**config.mk**
```make
export PLATFORM = sky130hd
export DESIGN_NAME = ir_carrier_run_encoder
export DESIGN_NICKNAME = d
export VERILOG_FILES = /design/src/hw/rtl/irce_pkg.sv /design/src/hw/rtl/irce_front.sv /design/src/hw/rtl/irce_queue.sv /design/src/hw/rtl/irce_back.sv /design/src/hw/rtl/ir_carrier_run_encoder.sv
export SDC_FILE = /design/constraint.sdc
export NUM_CORES = 2
export LEC_CHECK = 0
export BUFFER_PORTS_ARGS = -buffer_cell sky130_fd_sc_hd__buf_2
export CAP_MARGIN = 0
export CORE_ASPECT_RATIO = 1.1
export CORE_MARGIN = 5
export CORE_UTILIZATION = 50
export DETAILED_ROUTE_END_ITERATION = 8
export HOLD_SLACK_MARGIN = 0.1
export MAX_ROUTING_LAYER = met4
export PLACE_DENSITY = 0.77
export SYNTH_ARGS = -nofsm -noshare
export SYNTH_HDL_FRONTEND = slang
export SYNTH_SLANG_ARGS = --single-unit
```
**constraint.sdc**
```tcl
create_clock -name clk -period 9.8 [get_ports clk]
set_clock_uncertainty 0.05 [all_clocks]
set_input_delay 0.98 -clock clk [delete_from_list [all_inputs] [get_ports clk]]
set_output_delay 0.98 -clock clk [all_outputs]
set_load 0.01 [all_outputs]
```
**src/hw/rtl/irce_pkg.sv**
```systemverilog
// Package: shared constants, types and the pulse word table for the IR carrier run encoder.
package irce_pkg;

  // Field widths
  localparam int DUR_W      = 20;
  localparam int CARRIER_W  = 19;
  localparam int DUTY_W     = 7;
  localparam int WORD_W     = 16;
  localparam int CFG_DATA_W = 19;
  localparam int CFG_IDX_W  = 2;

  // Frame buffer size in shift words
  localparam int BUFFER_WORDS = 8192;
  localparam int COUNT_W      = $clog2(BUFFER_WORDS);

  // Period arithmetic: periods = (dur * carrier + 500000) / 1000000
  localparam int PROD_W  = DUR_W + CARRIER_W;
  localparam int SUM_W   = PROD_W + 1;
  localparam logic [SUM_W-1:0] ROUND_ADD = SUM_W'(500000);
  localparam logic [SUM_W-1:0] SUM_CAP   = SUM_W'(64'(BUFFER_WORDS) * 64'd1000000);

  // 1000000 = 64 * 15625: shift out 64, then multiply by a reciprocal of 15625
  localparam int DIV_SHIFT   = 6;
  localparam int Q1_W        = $clog2(64'(BUFFER_WORDS) * 64'd1000000) - DIV_SHIFT;
  localparam int RECIP_W     = Q1_W + 1;
  localparam int RECIP_SHIFT = Q1_W + 14;
  localparam logic [RECIP_W-1:0] RECIP = RECIP_W'(((64'd1 << RECIP_SHIFT) + 64'd15624)
                                                  / 64'd15625);
  localparam int RPROD_W = Q1_W + RECIP_W;

  // Pulse words by duty cycle
  localparam logic [WORD_W-1:0] WORD_DUTY_90 = 16'h8000;
  localparam logic [WORD_W-1:0] WORD_DUTY_80 = 16'hc000;
  localparam logic [WORD_W-1:0] WORD_DUTY_75 = 16'hf000;
  localparam logic [WORD_W-1:0] WORD_DUTY_70 = 16'hf800;
  localparam logic [WORD_W-1:0] WORD_DUTY_60 = 16'hfc00;
  localparam logic [WORD_W-1:0] WORD_DUTY_50 = 16'hff00;
  localparam logic [WORD_W-1:0] WORD_SPACE_HI = 16'hffff;
  localparam logic [WORD_W-1:0] WORD_SPACE_LO = 16'h0000;

  // Queue depth between front and back
  localparam int QUEUE_DEPTH = 4;
  localparam int QPTR_W      = $clog2(QUEUE_DEPTH);
  localparam int QCNT_W      = $clog2(QUEUE_DEPTH + 1);

  // Configuration register indexes
  typedef enum logic [CFG_IDX_W-1:0] {
    CFG_CARRIER_HZ   = 2'd0,
    CFG_DUTY_PERCENT = 2'd1,
    CFG_ACTIVE_LOW   = 2'd2
  } cfg_idx_t;

  // Classified request handed from the front to the back
  typedef struct packed {
    logic [WORD_W-1:0]  pattern_word;
    logic [COUNT_W-1:0] periods;
    logic               big;
    logic               is_space;
    logic               frame_start;
  } item_t;

  // Pulse word for a duty request, inverted for an active-low LED
  function automatic logic [WORD_W-1:0] pulse_word(input logic [DUTY_W-1:0] duty,
                                                   input logic active_low);
    logic [WORD_W-1:0] w;
    begin
      case (duty) inside
        [7'd90:7'd127]: w = WORD_DUTY_90;
        [7'd80:7'd89]:  w = WORD_DUTY_80;
        [7'd75:7'd79]:  w = WORD_DUTY_75;
        [7'd70:7'd74]:  w = WORD_DUTY_70;
        [7'd60:7'd69]:  w = WORD_DUTY_60;
        default:        w = WORD_DUTY_50;
      endcase
      pulse_word = active_low ? ~w : w;
    end
  endfunction

endpackage

```
**src/hw/rtl/irce_front.sv**
```systemverilog
// Front: accepts requests, tracks pulse/space order and computes the period count.
module irce_front (
  input  logic                              clk,
  input  logic                              rst_n,
  input  logic                              in_valid,
  output logic                              in_stall,
  input  logic [irce_pkg::DUR_W-1:0]        in_duration_us,
  input  logic                              in_frame_start,
  input  logic [irce_pkg::CARRIER_W-1:0]    carrier_hz,
  input  logic [irce_pkg::DUTY_W-1:0]       duty_percent,
  input  logic                              active_low,
  output logic                              q_push,
  output irce_pkg::item_t                   q_item,
  input  logic                              q_full
);
  import irce_pkg::*;

  logic                s1_valid_r, s1_valid_nxt;
  logic [PROD_W-1:0]   s1_prod_r;
  logic [WORD_W-1:0]   s1_word_r;
  logic                s1_space_r;
  logic                s1_start_r;
  logic                s2_valid_r, s2_valid_nxt;
  logic [RPROD_W-1:0]  s2_rprod_r;
  logic                s2_big_r;
  logic [WORD_W-1:0]   s2_word_r;
  logic                s2_space_r;
  logic                s2_start_r;
  logic                next_space_r, next_space_nxt;
  logic                s1_ready, s2_ready, accept;
  logic                cur_space;
  logic [WORD_W-1:0]   cur_word;
  logic [SUM_W-1:0]    s2_sum;
  logic [Q1_W-1:0]     s2_q1;

  // Stage handshakes
  assign s2_ready = !s2_valid_r || !q_full;
  assign s1_ready = !s1_valid_r || s2_ready;
  assign accept   = in_valid && s1_ready;
  assign in_stall = !s1_ready;
  assign q_push   = s2_valid_r && !q_full;

  // Classify the request as pulse or space and pick its word
  always_comb begin
    cur_space      = in_frame_start ? 1'b0 : next_space_r;
    next_space_nxt = accept ? !cur_space : next_space_r;
    if (cur_space) begin
      cur_word = active_low ? WORD_SPACE_HI : WORD_SPACE_LO;
    end else begin
      cur_word = pulse_word(duty_percent, active_low);
    end
  end

  // Round and shift out the factor 64; stage 2 flags counts at or past the buffer size from this sum
  always_comb begin
    s2_sum = {1'b0, s1_prod_r} + ROUND_ADD;
    s2_q1  = s2_sum[DIV_SHIFT +: Q1_W];
  end

  always_comb begin
    s1_valid_nxt = s1_ready ? in_valid : s1_valid_r;
    s2_valid_nxt = s2_ready ? s1_valid_r : s2_valid_r;
  end

  // Control state
  always_ff @(posedge clk) begin
    if (!rst_n) begin
      s1_valid_r   <= 1'b0;
      s2_valid_r   <= 1'b0;
      next_space_r <= 1'b0;
    end else begin
      s1_valid_r   <= s1_valid_nxt;
      s2_valid_r   <= s2_valid_nxt;
      next_space_r <= next_space_nxt;
    end
  end

  // Stage 1: duration times carrier
  always_ff @(posedge clk) begin
    if (accept) begin
      s1_prod_r  <= PROD_W'(in_duration_us) * PROD_W'(carrier_hz);
      s1_word_r  <= cur_word;
      s1_space_r <= cur_space;
      s1_start_r <= in_frame_start;
    end
  end

  // Stage 2: reciprocal multiply for the divide by 15625
  always_ff @(posedge clk) begin
    if (s1_valid_r && s2_ready) begin
      s2_rprod_r <= RPROD_W'(s2_q1) * RPROD_W'(RECIP);
      s2_big_r   <= (s2_sum >= SUM_CAP);
      s2_word_r  <= s1_word_r;
      s2_space_r <= s1_space_r;
      s2_start_r <= s1_start_r;
    end
  end

  // Hand the classified request to the queue
  always_comb begin
    q_item.pattern_word = s2_word_r;
    q_item.periods      = s2_rprod_r[RECIP_SHIFT +: COUNT_W];
    q_item.big          = s2_big_r;
    q_item.is_space     = s2_space_r;
    q_item.frame_start  = s2_start_r;
  end

endmodule

```
**src/hw/rtl/irce_queue.sv**
```systemverilog
// Queue: short FIFO of classified requests between the front and the back.
module irce_queue (
  input  logic             clk,
  input  logic             rst_n,
  input  logic             push,
  input  irce_pkg::item_t  push_item,
  output logic             full,
  input  logic             pop,
  output irce_pkg::item_t  head_item,
  output logic             empty
);
  import irce_pkg::*;

  item_t               slots_r [QUEUE_DEPTH];
  logic [QPTR_W-1:0]   wr_ptr_r, wr_ptr_nxt;
  logic [QPTR_W-1:0]   rd_ptr_r, rd_ptr_nxt;
  logic [QCNT_W-1:0]   count_r, count_nxt;

  assign full      = (count_r == QCNT_W'(QUEUE_DEPTH));
  assign empty     = (count_r == '0);
  assign head_item = slots_r[rd_ptr_r];

  // Advance pointers and fill count
  always_comb begin
    wr_ptr_nxt = push ? wr_ptr_r + 1'b1 : wr_ptr_r;
    rd_ptr_nxt = pop ? rd_ptr_r + 1'b1 : rd_ptr_r;
    count_nxt  = count_r;
    if (push && !pop) begin
      count_nxt = count_r + 1'b1;
    end else if (pop && !push) begin
      count_nxt = count_r - 1'b1;
    end
  end

  always_ff @(posedge clk) begin
    if (!rst_n) begin
      wr_ptr_r <= '0;
      rd_ptr_r <= '0;
      count_r  <= '0;
    end else begin
      wr_ptr_r <= wr_ptr_nxt;
      rd_ptr_r <= rd_ptr_nxt;
      count_r  <= count_nxt;
    end
  end

  // Store the request
  always_ff @(posedge clk) begin
    if (push) begin
      slots_r[wr_ptr_r] <= push_item;
    end
  end

endmodule

```
**src/hw/rtl/irce_back.sv**
```systemverilog
// Back: frame word accounting, sticky overflow and the output register.
module irce_back (
  input  logic                           clk,
  input  logic                           rst_n,
  input  logic                           q_empty,
  input  irce_pkg::item_t                q_item,
  output logic                           q_pop,
  output logic                           out_valid,
  input  logic                           out_stall,
  output logic [irce_pkg::WORD_W-1:0]    out_pattern_word,
  output logic [irce_pkg::COUNT_W-1:0]   out_repeat_count,
  output logic                           out_is_space,
  output logic                           out_overflow
);
  import irce_pkg::*;

  logic                 out_valid_r, out_valid_nxt;
  logic [WORD_W-1:0]    word_r;
  logic [COUNT_W-1:0]   count_r, count_nxt;
  logic                 space_r;
  logic                 ovf_out_r;
  logic [COUNT_W-1:0]   words_used_r, words_used_nxt;
  logic                 ovf_r, ovf_nxt;
  logic [COUNT_W-1:0]   base;
  logic                 base_ovf;
  logic [COUNT_W:0]     sum;

  // Pop when the output register is free or being taken
  assign q_pop         = !q_empty && (!out_valid_r || !out_stall);
  assign out_valid_nxt = q_pop ? 1'b1 : (out_stall ? out_valid_r : 1'b0);

  // Account for the popped request
  always_comb begin
    base           = q_item.frame_start ? '0 : words_used_r;
    base_ovf       = q_item.frame_start ? 1'b0 : ovf_r;
    sum            = {1'b0, base} + {1'b0, q_item.periods};
    words_used_nxt = words_used_r;
    ovf_nxt        = ovf_r;
    count_nxt      = '0;
    if (q_pop) begin
      words_used_nxt = base;
      ovf_nxt        = base_ovf;
      if (!base_ovf) begin
        if (q_item.big || sum >= (COUNT_W + 1)'(BUFFER_WORDS)) begin
          ovf_nxt = 1'b1;
        end else begin
          words_used_nxt = sum[COUNT_W-1:0];
          count_nxt      = q_item.periods;
        end
      end
    end
  end

  always_ff @(posedge clk) begin
    if (!rst_n) begin
      out_valid_r  <= 1'b0;
      words_used_r <= '0;
      ovf_r        <= 1'b0;
    end else begin
      out_valid_r  <= out_valid_nxt;
      words_used_r <= words_used_nxt;
      ovf_r        <= ovf_nxt;
    end
  end

  // Load the output register
  always_ff @(posedge clk) begin
    if (q_pop) begin
      word_r    <= q_item.pattern_word;
      count_r   <= count_nxt;
      space_r   <= q_item.is_space;
      ovf_out_r <= ovf_nxt;
    end
  end

  assign out_valid        = out_valid_r;
  assign out_pattern_word = word_r;
  assign out_repeat_count = count_r;
  assign out_is_space     = space_r;
  assign out_overflow     = ovf_out_r;

endmodule

```
**src/hw/rtl/ir_carrier_run_encoder.sv**
```systemverilog
// Top level: configuration registers and the front, queue and back of the run encoder.
// Takes one pulse or space duration per cycle while in_stall is low and gives one run
// descriptor per request, in order; each result passes through the two multiplier
// stages of the front (duration times carrier, then a reciprocal multiply for the
// divide by one million), a four-entry queue and the output register. Stalls on the
// output fill the queue first and reach in_stall only once it and the front stages
// are full. Configuration is to be written while no request is in flight; the block
// itself does not enforce this. A carrier write of zero is ignored.
module ir_carrier_run_encoder (
  input  logic                              clk,
  input  logic                              rst_n,
  input  logic                              cfg_wr_en,
  input  logic [irce_pkg::CFG_IDX_W-1:0]    cfg_index,
  input  logic [irce_pkg::CFG_DATA_W-1:0]   cfg_data,
  input  logic                              in_valid,
  output logic                              in_stall,
  input  logic [irce_pkg::DUR_W-1:0]        in_duration_us,
  input  logic                              in_frame_start,
  output logic                              out_valid,
  input  logic                              out_stall,
  output logic [irce_pkg::WORD_W-1:0]       out_pattern_word,
  output logic [irce_pkg::COUNT_W-1:0]      out_repeat_count,
  output logic                              out_is_space,
  output logic                              out_overflow
);
  import irce_pkg::*;

  logic [CARRIER_W-1:0] carrier_r, carrier_nxt;
  logic [DUTY_W-1:0]    duty_r, duty_nxt;
  logic                 active_low_r, active_low_nxt;
  logic                 q_push, q_full, q_pop, q_empty;
  item_t                push_item, head_item;

  // Decode configuration writes
  always_comb begin
    carrier_nxt    = carrier_r;
    duty_nxt       = duty_r;
    active_low_nxt = active_low_r;
    if (cfg_wr_en) begin
      case (cfg_index)
        CFG_CARRIER_HZ: begin
          if (cfg_data != '0) begin
            carrier_nxt = cfg_data[CARRIER_W-1:0];
          end
        end
        CFG_DUTY_PERCENT: duty_nxt = cfg_data[DUTY_W-1:0];
        CFG_ACTIVE_LOW:   active_low_nxt = cfg_data[0];
        default: ;
      endcase
    end
  end

  always_ff @(posedge clk) begin
    if (!rst_n) begin
      carrier_r    <= CARRIER_W'(38000);
      duty_r       <= DUTY_W'(50);
      active_low_r <= 1'b0;
    end else begin
      carrier_r    <= carrier_nxt;
      duty_r       <= duty_nxt;
      active_low_r <= active_low_nxt;
    end
  end

  irce_front u_front (
    .clk            (clk),
    .rst_n          (rst_n),
    .in_valid       (in_valid),
    .in_stall       (in_stall),
    .in_duration_us (in_duration_us),
    .in_frame_start (in_frame_start),
    .carrier_hz     (carrier_r),
    .duty_percent   (duty_r),
    .active_low     (active_low_r),
    .q_push         (q_push),
    .q_item         (push_item),
    .q_full         (q_full)
  );

  irce_queue u_queue (
    .clk       (clk),
    .rst_n     (rst_n),
    .push      (q_push),
    .push_item (push_item),
    .full      (q_full),
    .pop       (q_pop),
    .head_item (head_item),
    .empty     (q_empty)
  );

  irce_back u_back (
    .clk              (clk),
    .rst_n            (rst_n),
    .q_empty          (q_empty),
    .q_item           (head_item),
    .q_pop            (q_pop),
    .out_valid        (out_valid),
    .out_stall        (out_stall),
    .out_pattern_word (out_pattern_word),
    .out_repeat_count (out_repeat_count),
    .out_is_space     (out_is_space),
    .out_overflow     (out_overflow)
  );

endmodule

```
After elaboration in Yosys (flattened, before gate mapping). Memories as Yosys holds them, arrays and structs flattened. A register that Yosys moved wholly into a read port is not among the register bits. Cells that the tools add are included. Widths: inputs -> output; s select.

Bitwise logic cells: 1. Multipliers: 2. Reduce and logical (&&, ||, !) cells: 33. Muxes and demuxes: 25. $lt $le $gt $ge: 12. Eq/ne operators: 4. Add/subtract/negate cells: 6.

Operators by type and width (count): $mux 16 (8); $mul 27x28->54 const B (1); $add 39x19->40 const B (1); $ge 40x33->1 const B (1); $mul 20x19->39 (1); $mux 13 (3); $le 7x7->1 const B (5); $ge 7x7->1 const B (4); $reduce_bool 19->1 (1); $not 16->16 (1); $add 13x13->14 (1); $ge 14x14->1 const B (1); $logic_and 1x1->1 (11); $logic_not 1->1 (10); $mux 10 (1); $mux 1 (9); $ge 7x6->1 const B (1); $mux 3 (2); $add 2x1->2 const B (2); $logic_or 1x1->1 (4); $mux 2 (2); $reduce_and 2->1 (2); $add 3x1->3 const B (1); $eq 3x3->1 const B (1); other kinds (9) (9).

Input port bits: 47. Memories: 1. Memory bits (writable): 128. Word-level logic and storage cells: 109. Output and inout port bits: 33. Register bits: 213.

Memory list: u_queue.slots_r (depth 4, width 32, rd ports 1, clocked after memory_dff 1, write ports 1, RTL line irce_queue.sv:14) `item_t slots_r [QUEUE_DEPTH];`.

Longest topological paths before layout.
Depth in word-level cells: 11. Depth in mapped cells: 32. Gate-level depth less buffers: 32.

Cells and area by module. A second synthesis with hierarchy kept.

Cell total of the unflattened synthesis: 3246. Area total of the unflattened synthesis: 34893.5 um^2.

Modules (own cells, without submodules): irce_front (area an instance 26227.7 um^2, cells each 2711, instances 1, seq. area each 2192.1 um^2); irce_queue (area an instance 5103.6 um^2, cells each 210, instances 1, seq. area each 4023.9 um^2); irce_back (area an instance 2284.7 um^2, cells each 195, instances 1, seq. area each 1231.2 um^2); ir_carrier_run_encoder (area an instance 1277.5 um^2, cells each 130, instances 1, seq. area each 540.5 um^2).

Worst setup path before layout. Ideal clock, no wire load.

Kind: flip-flop to flip-flop. From: reg u_front.s1_prod_r[9]. To: reg u_front.s2_rprod_r[51], data pin. Data required time: 9481 ps. Library setup time: 269 ps. Stages on the path, launching flop included: 29. Period minus slack after synthesis: 7996 ps. Path buffers: 0. Path slack: 1804 ps. Arrival: 7678 ps. Cells stage by stage: edfxtp_1 -> and4_1 -> a31oi_1 -> o21ai_1 -> and2_1 -> nand3_1 -> xnor2_1 -> inv_1 -> fa_1 -> inv_1 -> fa_1 -> fa_1 -> inv_1 -> fa_1 -> fa_1 -> fa_1 -> inv_1 -> fa_1 -> inv_1 -> ha_1 -> a21o_1 -> a21oi_1 -> nor2b_1 -> or4_1 -> and4bb_1 -> o21ai_1 -> a311oi_1 -> o31ai_1 -> xor2_1.

Word-level cells in the longest chain between the ends: 2.

Ends and longest elaborated chain: start, declared (RTL line irce_front.sv:19) `logic [PROD_W-1:0] s1_prod_r;`; start signal, assigned (RTL line irce_front.sv:81) `s1_prod_r <= PROD_W'(in_duration_us) * PROD_W'(carrier_hz);`; $add 39x19->40 (RTL line irce_front.sv:56) `s2_sum = {1'b0, s1_prod_r} + ROUND_ADD;`; $mul 27x28->54 (RTL line irce_front.sv:91) `s2_rprod_r <= RPROD_W'(s2_q1) * RPROD_W'(RECIP);`; end signal, assigned (RTL line irce_front.sv:91); end, declared (RTL line irce_front.sv:24) `logic [RPROD_W-1:0] s2_rprod_r;`.

No other way between the ends. A chain may end at the register's enable or synchronous reset.

Final worst setup path.
From: reg u_front.s1_prod_r[5]. To: reg u_front.s2_rprod_r[51], data pin.

Same word-level chain as after synthesis.

==> impl_results.md <==
* Run status: finished clean
* Starting utilization of the core area at 50.5%
* Average cell area after synthesis at 10.4 um2
* Vias in the first global route at 23300
* Maximum capacitance violations at 0
* Number of remaining DRC errors at 0
* Basic-gate share of the synthesized area counting and, or, nand and nor cells at 9.97%
* Area of the core region at 65100 um2
* # resized after CTS at 0
* Average via count per standard cell at 5.23
* Worst Max-Slew Pin Slew at 1.07 ns
* Number of cell rows at 98
* Insertion delay of the later-clocked pin in the worst-skew pair at 0.52 ns
* Final setup fails at 0
* I/O pin count at 80
* Wire length of the first global-routing pass at 121000 um
* Final weighted congestion of routability-driven global placement at 0.966
* Largest stage delay on the critical path at 0.67 ns
* Setup repair after global routing missed its margin: no
* Start-to-end type of the worst setup path: flop to flop
* Worst slack at placement at 0.833 ns
* Worst min-delay path class: flop to flop
* Clock tree from TritonCTS: yes
* Quantity of I/O buffers inserted on ports at 79
* Fraction of layout instances using a drive strength above 1 at 5.93%
* Most frequently used cell type in the post-synthesis netlist: sky130_fd_sc_hd__inv_1
* CTS Buf Count at 24
* Iter 0 DRT Violations at 1259
* Total wire length after detailed routing at 71900 um
* Slowest CP cell: sky130_fd_sc_hd__xnor2_1
* Total global routing track utilization at 21.5%
* Minimum setup slack in the final design at 0.797 ns
* Diodes inserted at 0
* Number of sinks handled by clock tree synthesis at 239
* FF+latch count, synth at 239
* Per-cell routed wire length at 17.7 um
* Startpoint types: flop
* Post-synth EDFFs at 185
* Crit path buffers/inverters at 4
* Layout overhead on the synthesized area at 6.25%
* Top cell types by occurrence after synthesis: 776 x sky130_fd_sc_hd__inv_1, 557 x sky130_fd_sc_hd__fa_1, 407 x sky130_fd_sc_hd__ha_1, 295 x sky130_fd_sc_hd__nand2_1, 185 x sky130_fd_sc_hd__edfxtp_1
* Initial antenna violation count at 0
* Flip-flop cell with the highest count after synthesis: sky130_fd_sc_hd__edfxtp_1
* Setup fix buffers added after clock tree synthesis at 0
* Pin count of the biggest net entering global routing at 51
* Max Clk Rate at 111 MHz
* Number of nets in the finished design at 4212
* Final period demand of the worst path at 9.00 ns
* Root buffer selected by CTS: sky130_fd_sc_hd__clkbuf_16
* Critical Path End Type: flop
* Multiplexer share of the synthesized area at 2.49%
* CTS H-tree lvls at 1
* Length of the first detailed-routing pass in iterations at 5
* Total negative setup slack at 0 ns
* Top cell type by total area after synthesis: sky130_fd_sc_hd__fa_1
* Number of routed nets with antenna violations at 0
* Family with the most delay on the worst path: adder cells
* Largest fanout on the critical path at 7
* Adder-Cell Fraction of Synth Area at 49.4%
* Part of the Yosys area used for sequential elements at 20.2%
* Final worst-path cycle share at 91.9%
* Synth cell types at 73
* Number of slew-limit violations in the final report at 0
* Synth warnings at 0
* Vias post-DR at 21300
* Async SR Flop Fraction at 0%
* Combinational family with the most area after synthesis: adder cells
* Arrival time worst endpoint at 9.22 ns
* Synthesized-area fraction occupied by ao, oa, aoi and oai cells at 5.27%
* Final Hold Viols at 0
* Xor/xnor share of the synthesized area at 2.58%
* Req. time, crit path at 10.02 ns
* Floorplan die width at 255 um
* Slew HR at 28.8%
* Netlist area before placement at 32900 um2
* Die Span Y at 279 um
* Number of fill cells in the layout at 5586
* Post-synth top area share at 33.9%
* Gate count after technology mapping at 3165
* Half-perimeter wire length after placement at 60400 um
* Cell with the most instances on the worst path: sky130_fd_sc_hd__fa_1
* Area contributors post-synth: sky130_fd_sc_hd__fa_1 34%, sky130_fd_sc_hd__edfxtp_1 17%, sky130_fd_sc_hd__ha_1 15%
* GRT overflow at 0
* Clock Path Buffers at 3
* Synthesized net count at 4176
* Clk pin slew, worst setup/hold paths at 0.06 ns
* Quantity of hold-fixing buffers added after cts at 0
* Die Area at 71100 um2
registers in the layout, indices dropped and copies added (netlist names), 2 cells and up, named ones only:
register	cells
u_queue.slots_r	92
u_front.s1_prod_r	39
carrier_r	19
u_back.out_repeat_count	13
u_back.words_used_r	13
u_front.s2_rprod_r	13
duty_r	7
u_back.out_pattern_word	7
u_front.s1_word_r	7
u_front.s2_word_r	7
u_queue.count_r	3
u_queue.rd_ptr_r	2
u_queue.wr_ptr_r	2
metal layers:
metal  track usage [%]  part of all wire (%)  up-vias
li1                  -                     -     9915
met3              2.54                   4.9      121
met1              28.5                    43    10700
met5                 -                     0        -
met2              36.0                    50      512
met4              4.86                   2.4        0
cells in the final DEF (no fill, tap or decap), types with 4 or more instances in the layout:
cell type / instances
sky130_fd_sc_hd__a2111oi_0: 4
sky130_fd_sc_hd__a211oi_1: 11
sky130_fd_sc_hd__a21o_1: 40
sky130_fd_sc_hd__a21oi_1: 75
sky130_fd_sc_hd__a22o_1: 12
sky130_fd_sc_hd__a31oi_1: 5
sky130_fd_sc_hd__and2_1: 162
sky130_fd_sc_hd__and3_1: 25
sky130_fd_sc_hd__buf_2: 79
sky130_fd_sc_hd__buf_4: 31
sky130_fd_sc_hd__clkbuf_1: 8
sky130_fd_sc_hd__clkbuf_16: 24
sky130_fd_sc_hd__dfxtp_1: 54
sky130_fd_sc_hd__edfxtp_1: 185
sky130_fd_sc_hd__fa_1: 557
sky130_fd_sc_hd__ha_1: 407
sky130_fd_sc_hd__inv_1: 776
sky130_fd_sc_hd__inv_2: 4
sky130_fd_sc_hd__mux2i_1: 29
sky130_fd_sc_hd__mux4_2: 23
sky130_fd_sc_hd__nand2_1: 295
sky130_fd_sc_hd__nand2b_1: 10
sky130_fd_sc_hd__nand3_1: 25
sky130_fd_sc_hd__nand4_1: 12
sky130_fd_sc_hd__nor2_1: 69
sky130_fd_sc_hd__nor2b_1: 28
sky130_fd_sc_hd__nor3_1: 11
sky130_fd_sc_hd__nor4_1: 6
sky130_fd_sc_hd__o211ai_1: 7
sky130_fd_sc_hd__o21a_1: 11
sky130_fd_sc_hd__o21ai_0: 26
sky130_fd_sc_hd__o21ai_1: 18
sky130_fd_sc_hd__o21bai_1: 9
sky130_fd_sc_hd__o22ai_1: 4
sky130_fd_sc_hd__or2_2: 7
sky130_fd_sc_hd__or3_1: 5
sky130_fd_sc_hd__xnor2_1: 54
sky130_fd_sc_hd__xor2_1: 43
path summary, 6_finish.rpt:
path                                                     start                               end  slack [ns]  depth (start not counted)
worst max-delay path            u_front.s1_prod_r[5]$_DFFE_PP_  u_front.s2_rprod_r[51]$_DFFE_PP_        0.80                         28
worst min-delay path            u_front.s1_word_r[9]$_DFFE_PP_    u_front.s2_word_r[9]$_DFFE_PP_        0.37                          0
worst max register to register  u_front.s1_prod_r[5]$_DFFE_PP_  u_front.s2_rprod_r[51]$_DFFE_PP_        0.80                         28
worst min register to register  u_front.s1_word_r[9]$_DFFE_PP_    u_front.s2_word_r[9]$_DFFE_PP_        0.37                          0
worst register-to-register path, delay by kind of cell (launching register included):
kind	cells	cell delay, ns
adder cells (fa/ha/maj)	9	4.08
buffers and inverters	4	0.37
AO/OA/AOI/OAI	8	1.87
AND/OR/NAND/NOR	5	1.15
XOR/XNOR	2	0.83
flip-flops	1	0.42
area by class of cell:
cell class                      instances  area (um2)  area share [%]
Tap cell                              850        1060            3.04
Sequential cell                       239        6640            19.0
Clock inverter                          9        90.1           0.258
Clock buffer                           35         672            1.92
Timing Repair Buffer                  110         628            1.80
Multi-Input combinational cell       2045       22900            65.6
Inverter                              781        2930            8.38
through the flow:
stage          cells  hold slack (ns)  utilization (%)  area (um2)
2_1_floorplan   3165            0.350                -       32900
3_3_place_gp    4025            0.351             52.5       34200
3_5_place_dp    4025            0.355             52.5       34200
4_1_cts         4069            0.369             53.7       35000
5_1_grt         4069            0.379             53.7       35000
6_report        4069            0.369             53.7       35000
logic make-up after synthesis:
logic type	Yosys count
DFF	239
adders and majority gates	964
buffers and inverters	881
xor gates and xnor gates	97
and+or+nand+nor	672
muxes	53
AOI/OAI and AO/OA	259
Power is left out: the tool's default activity adds up to more than one toggle a clock period on the data nets, which glitch-free logic cannot reach.
